[config.mk]
export PLATFORM = sky130hd
export DESIGN_NAME = first_fit_block_allocator_top
export DESIGN_NICKNAME = d
export VERILOG_FILES = /design/src/rtl/core/ffba_pkg.sv /design/src/rtl/core/first_fit_block_allocator_top.sv /design/src/rtl/core/ffba_div.sv /design/src/rtl/core/ffba_dp.sv /design/src/rtl/core/ffba_ctrl.sv
export SDC_FILE = /design/constraint.sdc
export NUM_CORES = 2
export LEC_CHECK = 0
export BUFFER_PORTS_ARGS = -buffer_cell sky130_fd_sc_hd__buf_2
export CORE_ASPECT_RATIO = 0.6
export CORE_MARGIN = 2
export CORE_UTILIZATION = 40
export CTS_CLUSTER_SIZE = 30
export DETAILED_ROUTE_END_ITERATION = 6
export GPL_TIMING_DRIVEN = 0
export HOLD_SLACK_MARGIN = 0.02
export PLACE_DENSITY = 0.54
export SLEW_MARGIN = 20
export SYNTH_ARGS = -nofsm -noshare
export SYNTH_HDL_FRONTEND = slang
export SYNTH_HIERARCHICAL = 1
export SYNTH_SLANG_ARGS = --single-unit
export TNS_END_PERCENT = 1
[constraint.sdc]
create_clock -name clk -period 8.9 [get_ports clk]
set_input_delay 0 -clock clk [delete_from_list [all_inputs] [get_ports clk]]
set_output_delay 0 -clock clk [all_outputs]
set_load 0.02 [all_outputs]
[src/rtl/core/ffba_pkg.sv]
// Shared types, widths and codes for the first-fit block allocator.
`timescale 1ns / 1ps

package ffba_pkg;

  localparam int ADDR_W         = 48;
  localparam int BSIZE_W        = 21;
  localparam int CNT_W          = 11;
  localparam int IDX_W          = 10;
  localparam int OFFS_W         = 30;
  localparam int PROD_W         = IDX_W + BSIZE_W;
  localparam int CFG_W          = 48;
  localparam int CFG_IDX_W      = 2;
  localparam int ROW_W          = 32;
  localparam int ROW_SH         = $clog2(ROW_W);
  localparam int INDEX_REACH    = 1 << IDX_W;
  localparam int NUM_BLOCKS_DEF = 1024;
  localparam int DIV_CNT_W      = $clog2(ADDR_W);

  localparam logic [CFG_IDX_W-1:0] CFG_BASE  = 2'd0;
  localparam logic [CFG_IDX_W-1:0] CFG_BSIZE = 2'd1;
  localparam logic [CFG_IDX_W-1:0] CFG_COUNT = 2'd2;

  localparam logic [1:0] REQ_ALLOC  = 2'd0;
  localparam logic [1:0] REQ_FREE   = 2'd1;
  localparam logic [1:0] REQ_XLATE  = 2'd2;
  localparam logic [1:0] REQ_LOCATE = 2'd3;

  typedef struct packed {
    logic [1:0]        req_type;
    logic [IDX_W-1:0]  block_index;
    logic [ADDR_W-1:0] address;
  } req_item_t;

  typedef struct packed {
    logic              ok;
    logic [IDX_W-1:0]  result_index;
    logic [OFFS_W-1:0] byte_offset;
    logic [ADDR_W-1:0] result_address;
  } rsp_item_t;

  typedef struct packed {
    logic load;
    logic scan_run;
    logic free_read;
    logic free_write;
    logic mul;
    logic div_start;
    logic out_load;
  } cmd_t;

  typedef struct packed {
    logic scan_hit;
    logic scan_miss;
    logic loc_pre_ok;
    logic div_done;
    logic out_free;
  } sts_t;

endpackage

[src/rtl/core/first_fit_block_allocator_top.sv]
// Top level of the first-fit block allocator.
// One item in flight. Allocate scans the used map one row a cycle (32 used bits
// per row); locate runs a one-bit-per-cycle divider, skipped when the address is
// below base or the block size is zero.
// A new item is taken once the previous one has moved into the result register.
// Synchronous reset clears the used map at once through per-row valid bits.
`timescale 1ns / 1ps

module first_fit_block_allocator_top #(
  parameter int NUM_BLOCKS = ffba_pkg::NUM_BLOCKS_DEF
) (
  input  logic                           clk,
  input  logic                           rst,
  input  logic                           cfg_we,
  input  logic [ffba_pkg::CFG_IDX_W-1:0] cfg_index,
  input  logic [ffba_pkg::CFG_W-1:0]     cfg_data,
  input  logic                           req_valid,
  output logic                           req_stall,
  input  ffba_pkg::req_item_t            req_item,
  output logic                           rsp_valid,
  input  logic                           rsp_stall,
  output ffba_pkg::rsp_item_t            rsp_item
);
  import ffba_pkg::*;

  cmd_t cmd;
  sts_t sts;

  ffba_ctrl u_ctrl (
    .clk       (clk),
    .rst       (rst),
    .req_valid (req_valid),
    .req_type  (req_item.req_type),
    .req_stall (req_stall),
    .cmd       (cmd),
    .sts       (sts)
  );

  ffba_dp #(
    .NUM_BLOCKS (NUM_BLOCKS)
  ) u_dp (
    .clk       (clk),
    .rst       (rst),
    .cfg_we    (cfg_we),
    .cfg_index (cfg_index),
    .cfg_data  (cfg_data),
    .req_item  (req_item),
    .rsp_stall (rsp_stall),
    .rsp_valid (rsp_valid),
    .rsp_item  (rsp_item),
    .cmd       (cmd),
    .sts       (sts)
  );

endmodule

[src/rtl/core/ffba_div.sv]
// Restoring divider, one quotient bit per cycle.
`timescale 1ns / 1ps

module ffba_div (
  input  logic                          clk,
  input  logic                          rst,
  input  logic                          start,
  input  logic [ffba_pkg::ADDR_W-1:0]   dividend,
  input  logic [ffba_pkg::BSIZE_W-1:0]  divisor,
  output logic                          done,
  output logic [ffba_pkg::ADDR_W-1:0]   quotient
);
  import ffba_pkg::*;

  logic [BSIZE_W-1:0]   rem;
  logic [BSIZE_W-1:0]   dsr;
  logic [DIV_CNT_W-1:0] step;
  logic                 busy;
  logic [BSIZE_W:0]     shifted;
  logic [BSIZE_W:0]     trial;
  logic                 take;

  always_comb begin
    shifted = {rem, quotient[ADDR_W-1]};
    trial   = shifted - {1'b0, dsr};
    take    = shifted >= {1'b0, dsr};
  end

  always_ff @(posedge clk) begin
    if (rst) begin
      busy <= 1'b0;
      done <= 1'b0;
      step <= '0;
    end else begin
      done <= 1'b0;
      if (start) begin
        busy <= 1'b1;
        step <= '0;
      end else if (busy) begin
        step <= step + 1'b1;
        if (step == DIV_CNT_W'(ADDR_W - 1)) begin
          busy <= 1'b0;
          done <= 1'b1;
        end
      end
    end
  end

  always_ff @(posedge clk) begin
    if (start) begin
      rem      <= '0;
      dsr      <= divisor;
      quotient <= dividend;
    end else if (busy) begin
      rem      <= take ? trial[BSIZE_W-1:0] : shifted[BSIZE_W-1:0];
      quotient <= {quotient[ADDR_W-2:0], take};
    end
  end

endmodule

[src/rtl/core/ffba_dp.sv]
// Datapath: configuration, used map, first-fit scan, multiplier, divider, result register.
`timescale 1ns / 1ps

module ffba_dp #(
  parameter int NUM_BLOCKS = ffba_pkg::NUM_BLOCKS_DEF
) (
  input  logic                           clk,
  input  logic                           rst,
  input  logic                           cfg_we,
  input  logic [ffba_pkg::CFG_IDX_W-1:0] cfg_index,
  input  logic [ffba_pkg::CFG_W-1:0]     cfg_data,
  input  ffba_pkg::req_item_t            req_item,
  input  logic                           rsp_stall,
  output logic                           rsp_valid,
  output ffba_pkg::rsp_item_t            rsp_item,
  input  ffba_pkg::cmd_t                 cmd,
  output ffba_pkg::sts_t                 sts
);
  import ffba_pkg::*;

  localparam int ROWS   = (NUM_BLOCKS + ROW_W - 1) / ROW_W;
  localparam int ROW_AW = (ROWS > 1) ? $clog2(ROWS) : 1;
  localparam int CAP    = (NUM_BLOCKS < INDEX_REACH) ? NUM_BLOCKS : INDEX_REACH;
  localparam int CW     = ((ROW_AW + ROW_SH > CNT_W) ? ROW_AW + ROW_SH : CNT_W) + 1;

  logic [ADDR_W-1:0]  base_address;
  logic [BSIZE_W-1:0] blk_bytes;
  logic [CNT_W-1:0]   blocks_in_use;
  logic [CNT_W-1:0]   count;
  req_item_t          req_q;

  logic [ROW_W-1:0]   map_mem [ROWS];
  logic [ROWS-1:0]    row_valid;
  logic [ROW_W-1:0]   rd_data;
  logic               rd_valid;
  logic [ROW_W-1:0]   word;
  logic [ROW_AW-1:0]  rd_addr;
  logic [ROW_AW-1:0]  wr_addr;
  logic [ROW_W-1:0]   wr_data;
  logic               wr_en;

  logic [ROW_AW-1:0]  scan_row;
  logic [ROW_AW-1:0]  chk_row;
  logic               chk_vld;
  logic [CW-1:0]      row_base;
  logic [CW-1:0]      count_x;
  logic [CW-1:0]      avail;
  logic               in_rng_any;
  logic [ROW_W-1:0]   in_mask;
  logic [ROW_W-1:0]   free_vec;
  logic               found;
  logic               last;
  logic [ROW_SH-1:0]  hit_bit;
  logic               alloc_ok;
  logic [IDX_W-1:0]   alloc_idx;

  logic [ROW_AW-1:0]  idx_row;
  logic [ROW_SH-1:0]  idx_bit;
  logic               idx_ok;

  logic [PROD_W-1:0]  prod;
  logic [ADDR_W:0]    diff;
  logic [ADDR_W-1:0]  quo;
  logic               div_done;
  logic               q_ok;
  rsp_item_t          rsp_item_next;

  always_ff @(posedge clk) begin
    if (rst) begin
      base_address  <= '0;
      blk_bytes     <= BSIZE_W'(1);
      blocks_in_use <= '0;
    end else if (cfg_we) begin
      unique case (cfg_index)
        CFG_BASE:  base_address  <= cfg_data[ADDR_W-1:0];
        CFG_BSIZE: blk_bytes     <= cfg_data[BSIZE_W-1:0];
        CFG_COUNT: blocks_in_use <= cfg_data[CNT_W-1:0];
        default: ;
      endcase
    end
  end

  assign count = (blocks_in_use > CNT_W'(CAP)) ? CNT_W'(CAP) : blocks_in_use;

  always_ff @(posedge clk) begin
    if (cmd.load) begin
      req_q <= req_item;
    end
  end

  // Used map: one row of bits per word, rows never written read as free.
  always_ff @(posedge clk) begin
    if (wr_en) begin
      map_mem[wr_addr] <= wr_data;
    end
    rd_data <= map_mem[rd_addr];
  end

  always_ff @(posedge clk) begin
    if (rst) begin
      row_valid <= '0;
      rd_valid  <= 1'b0;
    end else begin
      if (wr_en) begin
        row_valid[wr_addr] <= 1'b1;
      end
      rd_valid <= row_valid[rd_addr];
    end
  end

  assign word = rd_valid ? rd_data : '0;

  always_ff @(posedge clk) begin
    if (rst) begin
      chk_vld <= 1'b0;
    end else if (cmd.load) begin
      chk_vld <= 1'b0;
    end else if (cmd.scan_run) begin
      chk_vld <= 1'b1;
    end
  end

  always_ff @(posedge clk) begin
    if (cmd.load) begin
      scan_row <= '0;
    end else if (cmd.scan_run) begin
      scan_row <= scan_row + 1'b1;
      chk_row  <= scan_row;
    end
  end

  always_comb begin
    row_base   = CW'({chk_row, {ROW_SH{1'b0}}});
    count_x    = CW'(count);
    avail      = count_x - row_base;
    in_rng_any = count_x > row_base;
    for (int b = 0; b < ROW_W; b++) begin
      in_mask[b] = in_rng_any && (CW'(b) < avail);
    end
    free_vec = ~word & in_mask;
    found    = |free_vec;
    last     = !in_rng_any || (avail <= CW'(ROW_W));
    hit_bit  = '0;
    for (int b = ROW_W - 1; b >= 0; b--) begin
      if (free_vec[b]) begin
        hit_bit = ROW_SH'(b);
      end
    end
  end

  always_ff @(posedge clk) begin
    if (cmd.load) begin
      alloc_ok <= 1'b0;
    end else if (cmd.scan_run && chk_vld && found) begin
      alloc_ok  <= 1'b1;
      alloc_idx <= IDX_W'({chk_row, hit_bit});
    end
  end

  always_comb begin
    idx_row = ROW_AW'(req_q.block_index >> ROW_SH);
    idx_bit = req_q.block_index[ROW_SH-1:0];
    idx_ok  = CNT_W'(req_q.block_index) < count;
    rd_addr = cmd.free_read ? idx_row : scan_row;
    wr_en   = (cmd.scan_run && chk_vld && found) || (cmd.free_write && idx_ok);
    wr_addr = cmd.free_write ? idx_row : chk_row;
    wr_data = cmd.free_write ? (word & ~(ROW_W'(1) << idx_bit))
                             : (word | (ROW_W'(1) << hit_bit));
  end

  always_ff @(posedge clk) begin
    if (cmd.mul) begin
      prod <= PROD_W'(req_q.block_index) * PROD_W'(blk_bytes);
    end
  end

  assign diff = {1'b0, req_q.address} - {1'b0, base_address};

  ffba_div u_div (
    .clk      (clk),
    .rst      (rst),
    .start    (cmd.div_start),
    .dividend (diff[ADDR_W-1:0]),
    .divisor  (blk_bytes),
    .done     (div_done),
    .quotient (quo)
  );

  assign q_ok = (quo[ADDR_W-1:CNT_W] == '0) && (quo[CNT_W-1:0] < count);

  always_comb begin
    sts.scan_hit   = chk_vld && found;
    sts.scan_miss  = chk_vld && !found && last;
    sts.loc_pre_ok = !diff[ADDR_W] && (blk_bytes != '0);
    sts.div_done   = div_done;
    sts.out_free   = !rsp_valid || !rsp_stall;
  end

  always_comb begin
    rsp_item_next = '0;
    unique case (req_q.req_type)
      REQ_ALLOC: begin
        rsp_item_next.ok           = alloc_ok;
        rsp_item_next.result_index = alloc_ok ? alloc_idx : '0;
      end
      REQ_FREE: begin
        rsp_item_next.ok = idx_ok;
      end
      REQ_XLATE: begin
        if (idx_ok) begin
          rsp_item_next.ok             = 1'b1;
          rsp_item_next.byte_offset    = prod[OFFS_W-1:0];
          rsp_item_next.result_address = base_address + ADDR_W'(prod);
        end
      end
      REQ_LOCATE: begin
        if (sts.loc_pre_ok && q_ok) begin
          rsp_item_next.ok           = 1'b1;
          rsp_item_next.result_index = quo[IDX_W-1:0];
        end
      end
    endcase
  end

  always_ff @(posedge clk) begin
    if (rst) begin
      rsp_valid <= 1'b0;
    end else if (cmd.out_load) begin
      rsp_valid <= 1'b1;
    end else if (!rsp_stall) begin
      rsp_valid <= 1'b0;
    end
  end

  always_ff @(posedge clk) begin
    if (cmd.out_load) begin
      rsp_item <= rsp_item_next;
    end
  end

endmodule

[src/rtl/core/ffba_ctrl.sv]
// Controller state machine sequencing each request through the datapath.
`timescale 1ns / 1ps

module ffba_ctrl (
  input  logic           clk,
  input  logic           rst,
  input  logic           req_valid,
  input  logic [1:0]     req_type,
  output logic           req_stall,
  output ffba_pkg::cmd_t cmd,
  input  ffba_pkg::sts_t sts
);
  import ffba_pkg::*;

  typedef enum logic [7:0] {
    ST_IDLE    = 8'b0000_0001,
    ST_SCAN    = 8'b0000_0010,
    ST_FREE_RD = 8'b0000_0100,
    ST_FREE_WR = 8'b0000_1000,
    ST_MUL     = 8'b0001_0000,
    ST_LOC     = 8'b0010_0000,
    ST_DIV     = 8'b0100_0000,
    ST_RESULT  = 8'b1000_0000
  } state_t;

  state_t state;
  state_t state_next;

  always_comb begin
    state_next = state;
    cmd        = '0;
    req_stall  = 1'b1;
    unique case (state)
      ST_IDLE: begin
        req_stall = 1'b0;
        if (req_valid) begin
          cmd.load = 1'b1;
          unique case (req_type)
            REQ_ALLOC:  state_next = ST_SCAN;
            REQ_FREE:   state_next = ST_FREE_RD;
            REQ_XLATE:  state_next = ST_MUL;
            REQ_LOCATE: state_next = ST_LOC;
          endcase
        end
      end
      ST_SCAN: begin
        cmd.scan_run = 1'b1;
        if (sts.scan_hit || sts.scan_miss) begin
          state_next = ST_RESULT;
        end
      end
      ST_FREE_RD: begin
        cmd.free_read = 1'b1;
        state_next    = ST_FREE_WR;
      end
      ST_FREE_WR: begin
        cmd.free_write = 1'b1;
        state_next     = ST_RESULT;
      end
      ST_MUL: begin
        cmd.mul    = 1'b1;
        state_next = ST_RESULT;
      end
      ST_LOC: begin
        if (sts.loc_pre_ok) begin
          cmd.div_start = 1'b1;
          state_next    = ST_DIV;
        end else begin
          state_next = ST_RESULT;
        end
      end
      ST_DIV: begin
        if (sts.div_done) begin
          state_next = ST_RESULT;
        end
      end
      ST_RESULT: begin
        if (sts.out_free) begin
          cmd.out_load = 1'b1;
          state_next   = ST_IDLE;
        end
      end
      default: state_next = ST_IDLE;
    endcase
  end

  always_ff @(posedge clk) begin
    if (rst) begin
      state <= ST_IDLE;
    end else begin
      state <= state_next;
    end
  end

endmodule

# Yosys cells after proc, flatten, opt, wreduce, memory -nomap -nowiden
# Memories as Yosys holds them, arrays and structs flattened. A register that Yosys moved wholly into a read port is not among the register bits.
# Index checks and enable logic that the tools add are counted.
# word_totals
register_bits	422
n_memories	1
input_bits	115
word_cells	251
out_inout_bits	91
ramBits	1024
# classes
n_mul	1
shifts	2
n_eq_ne	22
mux	75
bitwise	8
n_reduce_logical	69
add_sub_neg	6
n_lt_le_gt_ge	41
# memory_table
name	words	word_bits	rd	rd_clocked_by_memory_dff	write_ports	line	rtl
u_dp.map_mem	32	32	1	1	1	ffba_dp.sv:32	logic [ROW_W-1:0] map_mem [ROWS];
# op_table
cell	count
< comparator 5 x 12 -> 1 bit (first input constant)	16
two-way mux 5 bit	34
< comparator 4 x 12 -> 1 bit (first input constant)	8
two-way mux 48 bit	2
AND 32 bit	2
two-way mux 32 bit	2
NOT 32 bit	2
bitwise OR 32 bit	2
left shift 1 x 5 -> 32 bit (first input constant)	2
one-hot mux 8 bit (7 select lines)	1
subtractor 48 x 48 -> 49 bit	1
adder 48 x 31 -> 48 bit	1
< comparator 3 x 12 -> 1 bit (first input constant)	4
logical AND 1 bit	42
two-way mux 8 bit	5
zero test 37 bit	1
one-hot mux 8 bit (4 select lines)	1
OR reduction 32 bit	1
multiplier 10 x 21 -> 31 bit	1
< comparator 1 x 12 -> 1 bit (first input constant)	2
< comparator 2 x 12 -> 1 bit (first input constant)	2
>= comparator 22 x 21 -> 1 bit	1
two-way mux 1 bit	22
two-way mux 11 bit	2
other kinds (40)	67

# Logic depth before layout (Yosys ltp)
# logic_depth
ltp_word	41
mapped_depth	23
depth_no_buf	21

# Cells and area by module
# The synthesis kept the hierarchy.
# by_module_without_submodules
mod	cells_per_inst	instances	seq_area_each_um2	area_each_um2
ffba_dp	4667	1	39668.0	65008.6
ffba_div	447	1	2652.5	5083.6
ffba_ctrl	67	1	160.2	561.8

# Least setup slack after synthesis
# OpenSTA, ideal clock, no wires.
# synth_timing
path_kind	register -> register
from	register u_ctrl.state[2]
to	register u_dp/rsp_item[0] (netlist name)
required_ns	8.252
stages_incl_launch_ff	4
path_slack_ns	1.254
t_arrival_ns	6.998
setup_ns	0.648
cell_sequence	dfxtp_1 -> nor4_1 -> nand2_1 -> nor3_1
# synth_rtl
item	line	rtl
from (decl)	ffba_ctrl.sv:26	state_t state;
from (signal assigned)	ffba_ctrl.sv:91	state <= state_next;

==> impl_metrics.yaml <==
status:
  outcome: "finished, final reports clean"
finish:
  nets: 6449
  final_area_sq_mm: 0.08440
  drive_gt1_share_pct: 18.36
  n_fill_cell: 15358
  fin_util_pct: 48.12
  area_delta_synth_final_pct: 19.46
floorplanning:
  rows: 119
  die_area_sq_mm: 0.1801
  die_h_microns: 329.5
  num_io_pins: 206
  core_area_sq_mm: 0.1754
  start_util_pct: 40.28
  die_width_microns: 546.6
clocking:
  cts_buffers: 144
  clock_latency_ns: 0.82
  cts_tree: "yes"
  clock_sinks: 1478
  root_buffer: "clkbuf_16"
  clk_pin_slew_ns: 0.06
  clk_path_buf_depth: 3
  htreeDepth: 4
min_path:
  hold_class: "input port to register"
placement:
  placedInstanceArea_sq_mm: 0.07725
  dp_hpwl_microns: 169600
  portBuffers: 205
  gp_congestion: 0.9593
route:
  first_iter_violations: 7187
  ant_nets: 0
  via_per_inst: 5.749
  num_vias: 48696
  dr.pass1.iters: 6
  wl_microns: 223200
  wl_per_cell_microns: 26.35
  drc_errors: 0
power:
  p_total_mw: 17.26
  max-vdd-ir-drop_uv: 174.3
  leakage_nw: 30.49
  powerDensity_mw_per_mm2: 204.5
timing:
  rsz0062_at_grt: "false"
  finalHoldViolations: 0
  slew_headroom_pct: 18.78
  period_share_pct: 85.80
  setup_viol: 0
  setup_tns_ns: 0
  period_needed_ns: 7.636
  fmax_mhz: 131.0
  fin_skew_ns: 0.03142
  holdWs_ns: 0.07185
  slew_viol_final: 0
  worstMarginPinSlew_ns: 1.215
run:
  maxCapViolations: 0
synth:
  synthTopCellsByCount: "edfxtp_1, nand2_1, inv_1, mux4_2, nand3_1"
  synth_area_leaders: "edfxtp_1, mux4_2, dfxtp_1, fa_1, nand2_1"
  yosysWarnings: 6
  syn_area_sq_mm: 0.07065
  ys_seq_area_share_pct: 60.13
  yosysTopAreaCellShare_pct: 54.74
  yosysMostFrequentCell: "edfxtp_1"
  synth_flop_cell: "edfxtp_1"
  synth.distinct_cells: 111
  synth_top_cell_by_area: "edfxtp_1"
  async_flop_share_pct: 0
  synthCells: 5181
  synth-edff-count: 1288
  synth_fp_nets: 5645
  synth_seq_cells: 1478
  syn-mean-instance-area_sq_um: 13.64
global_route:
  antenna_found_initial: 8
  first_global_vias: 46284
  gr-max-usage-layer: "met1"
  grt_use_met3_pct: 5.949
  grt.overflow.total: 0
  met2_usage_pct: 30.22
  met1_usage_pct: 41.70
  grt_pass1_wl_microns: 322300
  grt_start_max_net_pins: 46
  grt_usage_pct: 24.53
critical_path:
  path_class: "register to register"
  crit_fanout: 34
  crit_arrival_ns: 8.14
  crit_required_ns: 9.40
  start_kind: "register"
  end_kind: "register"
## what timing repair did
item                                    4_1_cts  5_1_grt
hold buffers                                231        0
buffers inserted                              0        0
gates resized for setup                       0        0
endpoints found under the setup margin        0        0
endpoints found under the hold margin       235        0
## state kept, by name, indices dropped and copies added (netlist names), 31 cells and up
signal,count
u_dp/prod,31
u_dp/rd_data,32
u_dp/rsp_item,89
u_dp/row_valid,32
u_dp/base_address,48
u_dp/u_div/quotient,48
u_dp/req_q,50
u_dp/map_mem,1024
## per-layer routing
metal  wire length, microns  share of wire [%]
met1                 110700                 50
met2                  83090                 37
met3                  25210                 11
met4                   4142                1.9
met5                     90              0.040
## report_power, final
group          switching [mW]  total (mW)  internal (mW)  leakage [nW]
Clock                    2.79        6.28           3.48          2.31
Combinational            1.89        3.09           1.20          15.1
Sequential              0.183        7.90           7.71          13.0
## layout make-up
| class | count | area [sq um] | share of cell area (%) |
|---|---|---|---|
| clock buffers | 188 | 3934 | 4.661 |
| flip-flops and latches | 1478 | 42480 | 50.33 |
| clock inverters | 80 | 855.8 | 1.014 |
| multi-input cells | 3130 | 26540 | 31.45 |
| inverters | 299 | 1125 | 1.333 |
| plain buffers | 274 | 1111 | 1.316 |
| diodes | 5 | 12.51 | 0.01482 |
| well taps | 2359 | 2952 | 3.497 |
| repair buffers | 658 | 5390 | 6.386 |
## worst max-delay path, cell delays in order, from the launching register on
cell      delay, ns
dfxtp_1        0.44
ha_1           0.34
fa_1           0.42
nor2b_1        0.14
o21ai_0        0.10
a21bo_2        0.24
a21oi_1        0.29
a31oi_1        0.19
o21ai_0        0.92
a21bo_2        0.30
a21oi_1        0.14
o22a_1         0.32
clkbuf_1       0.27
inv_1          0.14
inv_1          0.06
nor4_2         0.65
buf_2          0.29
buf_4          0.18
buf_2          0.21
clkbuf_1       0.38
nor2_1         0.17
clkbuf_1       0.39
inv_2          0.44
buf_12         0.27
## cells in the final DEF, fill, tap and decap left out, drive strengths merged, types with 59 or more instances in the layout
cell type       n
nor3           84
nand2         717
inv           305
dfxtp         190
xnor2          72
nor2          159
and2          119
o21ai         156
a21o           59
fa            154
clkbuf        381
buf           508
dlygate4sd3   231
mux4          264
edfxtp       1288
nand3         224
ha            195
a21oi         217
## through the flow
step	setup slack, ns	instances
detailed placement	1.524	7966
finish	1.264	8471
global route	0.8261	8467
global placement	-2.552	7745
CTS	1.503	8465
floorplan	1.254	5181
## path summary, 6_finish.rpt
| path | start | slack, ns | cells after the start | end |
|---|---|---|---|---|
| worst min-delay path | req_item[59] | 0.07 | 4 | u_ctrl/state[5] |
| worst min register to register | u_dp/row_valid[4] | 0.46 | 2 | u_dp/row_valid[4] |
| worst max register to register | u_dp/base_address[0] | 1.26 | 23 | u_dp/u_div/quotient[5] |
| worst max-delay path | u_dp/base_address[0] | 1.26 | 23 | u_dp/u_div/quotient[5] |
## kinds of logic (layout without fill, tap and decap cells)
logic type                 count (synthesis)  count (layout)  share of synthesized area, %
AOI/OAI and AO/OA                        786             786                         7.673
muxes                                    340             340                         9.580
DFF                                     1478            1478                         60.13
and+or+nand+nor                         1532            1532                         10.14
buffers and inverters                    573            1499                         3.138
other                                      0               5                             0
xor gates and xnor gates                 123             123                         1.525
adders and majority gates                349             349                         7.817
(Power assumes the default switching activity.)
